[config.mk]
export PLATFORM = sky130hd
export DESIGN_NAME = gmca_world_conv
export DESIGN_NICKNAME = d
export VERILOG_FILES = /design/src/sv/gmca_pkg.sv /design/src/sv/gmca_world_conv.sv
export SDC_FILE = /design/constraint.sdc
export NUM_CORES = 2
export LEC_CHECK = 0
export ABC_AREA = 1
export BUFFER_PORTS_ARGS = -buffer_cell sky130_fd_sc_hd__buf_2
export CAP_MARGIN = 15
export CORE_AREA = 5 5 256 258
export DETAILED_ROUTE_END_ITERATION = 16
export DIE_AREA = 0 0 261 263
export MAX_ROUTING_LAYER = met4
export PLACE_DENSITY = 0.86
export SYNTH_ARGS = -nofsm -noshare
export SYNTH_HDL_FRONTEND = slang
export SYNTH_SLANG_ARGS = --single-unit
[constraint.sdc]
create_clock -name clk -period 7.7 [get_ports clk]
set_clock_uncertainty 0.15 [all_clocks]
set_input_delay 0.77 -clock clk [delete_from_list [all_inputs] [get_ports clk]]
set_output_delay 0.77 -clock clk [all_outputs]
set_load 0.005 [all_outputs]
[src/sv/gmca_pkg.sv]
// Shared codes, types and constants of the grid map cell store.
package gmca_pkg;

  localparam int unsigned SIZE_W = 9;
  localparam int unsigned IDX_W  = 16;
  localparam int unsigned CFG_IDX_W = 3;

  // request kinds
  localparam logic [2:0] KIND_READ_COORD  = 3'd0;
  localparam logic [2:0] KIND_WRITE_COORD = 3'd1;
  localparam logic [2:0] KIND_CMP_COORD   = 3'd2;
  localparam logic [2:0] KIND_READ_WORLD  = 3'd3;
  localparam logic [2:0] KIND_WRITE_WORLD = 3'd4;
  localparam logic [2:0] KIND_CMP_WORLD   = 3'd5;

  // configuration register indexes
  localparam logic [CFG_IDX_W-1:0] CFG_SIZE_X    = 3'd0;
  localparam logic [CFG_IDX_W-1:0] CFG_SIZE_Y    = 3'd1;
  localparam logic [CFG_IDX_W-1:0] CFG_ORIGIN_X  = 3'd2;
  localparam logic [CFG_IDX_W-1:0] CFG_ORIGIN_Y  = 3'd3;
  localparam logic [CFG_IDX_W-1:0] CFG_INV_RES_X = 3'd4;
  localparam logic [CFG_IDX_W-1:0] CFG_INV_RES_Y = 3'd5;

  localparam logic [SIZE_W-1:0] SIZE_RESET    = 9'd256;
  localparam logic [31:0]       INV_RES_RESET = 32'h0001_0000;

  localparam logic signed [IDX_W-1:0] IDX_MAX = 16'sh7FFF;
  localparam logic signed [IDX_W-1:0] IDX_MIN = 16'sh8000;

  typedef enum logic [1:0] {
    OP_READ,
    OP_WRITE,
    OP_CMP
  } op_t;

  typedef enum logic [2:0] {
    S_CLEAR,
    S_IDLE,
    S_SUB,
    S_MUL,
    S_RND,
    S_ADDR,
    S_MEM,
    S_OUT
  } state_t;

  // stage enables of the world-to-cell converter
  typedef struct packed {
    logic sub;
    logic mul;
  } conv_en_t;

endpackage

[src/sv/gmca_world_conv.sv]
// World position to cell index converter for one axis: subtract, multiply, round, saturate.
module gmca_world_conv import gmca_pkg::*; (
  input  logic                    clk,
  input  conv_en_t                en,
  input  logic signed [31:0]      pos,
  input  logic signed [31:0]      org,
  input  logic [31:0]             inv,
  output logic signed [IDX_W-1:0] idx
);

  logic signed [32:0] diff;
  logic               neg_q;
  logic [31:0]        mag_q;
  logic               neg_mul_q;
  logic [63:0]        prod_q;
  logic [64:0]        sum;
  logic [32:0]        rounded;

  assign diff = 33'(pos) - 33'(org);

  always_ff @(posedge clk) begin
    if (en.sub) begin
      neg_q <= diff[32];
      mag_q <= diff[32] ? 32'(-diff) : diff[31:0];
    end
    if (en.mul) begin
      neg_mul_q <= neg_q;
      prod_q    <= mag_q * inv;
    end
  end

  // add one half, drop the 32 fraction bits
  assign sum     = {1'b0, prod_q} + 65'h0_8000_0000;
  assign rounded = sum[64:32];

  always_comb begin
    if (neg_mul_q) begin
      if (rounded > 33'd32768) begin
        idx = IDX_MIN;
      end else begin
        idx = signed'(16'(-rounded[15:0]));
      end
    end else begin
      if (rounded > 33'd32767) begin
        idx = IDX_MAX;
      end else begin
        idx = signed'(rounded[15:0]);
      end
    end
  end

endmodule

==> results.sh <==
export IMPL_run_status="completed"
export IMPL_grt_max_degree=35
export IMPL_wl_met2_mm=55.2
export IMPL_fin_setup_tns_ns=0
export IMPL_gp_congestion=1.03
export IMPL_fp_row_count=92
export IMPL_syn_area_mm2=0.0417
export IMPL_worstSetupPathType="primary input to register"
export IMPL_cp_startpoint="inv[9]"
export IMPL_setup_violations=0
export IMPL_core_mm2=0.0627
export IMPL_hold_violations=0
export IMPL_crit_path_max_incr_delay_ns=0.57
export IMPL_grt_pass1_vias=37900
export IMPL_ys_flop_type="edfxtp_1"
export IMPL_wl_met1_mm=41.1
export IMPL_end_kind="register"
export IMPL_critPathLaunchType="primary input"
export IMPL_antenna_found_initial=0
export IMPL_fp_dieW_um=261
export IMPL_max_clock_path_buffers=2
export IMPL_layout_nets=7061
export IMPL_synth_edf_count=67
export IMPL_slew_viol_final=0
export IMPL_maxCapViolCount=0
export IMPL_min_from="neg_q"
export IMPL_syn_inst=5678
export IMPL_yosys_warnings=0
export IMPL_cts_root_buf="clkbuf_16"
export IMPL_vias_per_cell=5.43
export IMPL_rsz0062_at_grt="false"
export IMPL_max_freq_ghz=0.133
export IMPL_syn2layout_area_growth_pct=7.19
export IMPL_tritoncts="done"
export IMPL_place_area_mm2=0.0441
export IMPL_antenna_left=0
export IMPL_drive_gt1_share_pct=5.99
export IMPL_cp_slowest_cell="fa_1"
export IMPL_worst_slack_ns=0.205
export IMPL_min_path_cells=0
export IMPL_maxSlewHeadroom_pct=39.4
export IMPL_htreeDepth=3
export IMPL_timing_final_crit_share_pct=97.3
export IMPL_tightest_slew_ns=0.909
export IMPL_routed_via_count=35900
export IMPL_drt_pass1_iterations=6
export IMPL_die_h_um=263
export IMPL_routed_wl_met3_mm=8.64
export IMPL_hold_path_class="register to register"
export IMPL_numClockSinks=67
export IMPL_period_needed_ns=7.50
export IMPL_grt_pass1_wl_mm=185
export IMPL_drc_errors=0
export IMPL_drt_iter0_drc=3082
export IMPL_worstReg2RegStart="mag_q[11]"
export IMPL_synth_cell_types=46
export IMPL_reg2regPathDepth=25
export IMPL_gr_total_overflow=0
export IMPL_ctsHoldBuffers=0
export IMPL_regArea_mm2=0.00201
export IMPL_synth_async_reset_ratio_pct=0
export IMPL_cp_max_fo=15
export IMPL_cts_reportedPaths_clkPinSlew_ns=0.06
export IMPL_multiInputGateArea_mm2=0.0324
export IMPL_io_buffer_count=114
export IMPL_ioPinCount=115
export IMPL_grt_total_usage_pct=34.3
export IMPL_insertion_delay_ns=0.33
export IMPL_synth_fp_nets=6969
export IMPL_finalInstanceArea_mm2=0.0447
export IMPL_syn_avg_cell_area_um2=7.34
export IMPL_wirelength_mm=112
export IMPL_place_hpwl_mm=95.4
export IMPL_crit_cells=25
export IMPL_arrival_ns=7.43
export IMPL_dpl_worst_slack_ns=-0.119
export IMPL_path_common_cell="fa_1"
export IMPL_fillers=4875
export IMPL_cts_made_buffers=9
export IMPL_worst_path_buf_inv=9
export IMPL_post_drt_wl_per_cell_um=16.9
export IMPL_dieArea_mm2=0.0686
export IMPL_crit_required_ns=7.63
export IMPL_synth_seq_cells=67
export IMPL_synth_seq_area_share_pct=4.83
export IMPL_cp_top_family="adder cells"
export IMPL_top_layer="met4"
export IMPL_start_util_pct=66.5
per-layer routing:
metal  vias up  global-route usage, %
li1      16200                      -
met1     17400                   42.0
met2      1785                   56.4
met3       512                   3.96
met4         0                   17.5
met5         -                      -
final cells by class:
cell class,instances,share of cell area (%)
antenna,1,0.00560
clock buffer,10,0.512
clock inverter,6,0.308
inverter,1749,14.7
multi-input combinational,3663,72.4
sequential,67,4.50
tap,846,2.37
timing repair buffer,280,5.20
per-stage QoR:
step	cells	utilization [%]	hold WS, ns
5_1_grt	6621	71.2	0.287
2_1_floorplan	5678	-	0.250
6_report	6622	71.2	0.267
3_5_place_dp	6594	70.3	0.256
4_1_cts	6610	70.9	0.270
3_3_place_gp	6594	70.3	0.260
layout by cell type (no fill, tap or decap), drive strengths merged, types with 41 or more instances in the layout:
cell type | synthesis | routed
inv | 1749 | 1749
nor2 | 267 | 267
nor3 | 41 | 41
o21ai | 63 | 63
buf | 6 | 273
edfxtp | 67 | 67
nand3 | 131 | 131
ha | 296 | 296
a21oi | 120 | 120
xor2 | 55 | 55
fa | 896 | 896
nand2 | 1655 | 1655
final timing paths:
check,to,slack (ns)
worst max-delay path,prod_q[38],0.20
worst min-delay path,neg_mul_q,0.27
worst max register to register,prod_q[38],0.26
worst min register to register,neg_mul_q,0.27
kinds of logic after synthesis:
kind of cell | after synthesis | share of synthesized area [%]
and+or+nand+nor | 2150 | 20.7
buffers and inverters | 1948 | 17.6
adders and majority gates | 1192 | 51.9
AOI/OAI and AO/OA | 244 | 3.27
xor gates and xnor gates | 77 | 1.76
DFF | 67 | 4.83
timing repair:
item / 4_1_cts / 5_1_grt
gates resized for setup: 0 / 10
endpoints found under the setup margin: 0 / 14
setup buffers: 0 / 11
endpoints found under the hold margin: 0 / 0
sequential cells by signal, summed over array words and instances (netlist names):
name and count:
mag_q 32, neg_q 1, neg_mul_q 1, prod_q 33
Yosys cell counts (all sizes together), types with 3 or more instances:
library cell / count / area (um^2)
xor2: 55 / 542
nand3b: 20 / 154
a21oi: 120 / 601
a21boi: 3 / 22.5
a21o: 9 / 67.6
nand4: 27 / 169
a31oi: 18 / 113
nand3: 131 / 676
clkbuf: 193 / 724
inv: 1749 / 6570
nor4: 3 / 18.8
o211ai: 3 / 22.5
nor2: 267 / 1060
edfxtp: 67 / 2010
xnor2: 22 / 193
fa: 896 / 17900
o21a: 13 / 97.6
nor3: 41 / 259
and2: 3 / 18.8
o21ai: 63 / 319
buf: 6 / 36.3
o21bai: 5 / 37.5
nand2: 1655 / 6250
ha: 296 / 3700
worst reg2reg max path, stage by stage (launching register included):
cell,delay [ns]
edfxtp_1,0.59
buf_12,0.27
nand2_1,0.10
inv_1,0.06
fa_1,0.47
inv_1,0.06
fa_1,0.53
inv_1,0.06
fa_1,0.51
fa_1,0.59
fa_1,0.43
fa_1,0.46
fa_1,0.57
inv_1,0.07
fa_1,0.49
inv_1,0.04
ha_1,0.30
nand2_1,0.09
nor2_1,0.20
inv_1,0.12
nor2_1,0.26
inv_1,0.17
nor3_1,0.21
buf_4,0.16
a21oi_1,0.09
xnor2_1,0.15
Power is left out: the tool's default activity adds up to more than one toggle a clock period on the data nets, which glitch-free logic cannot reach.
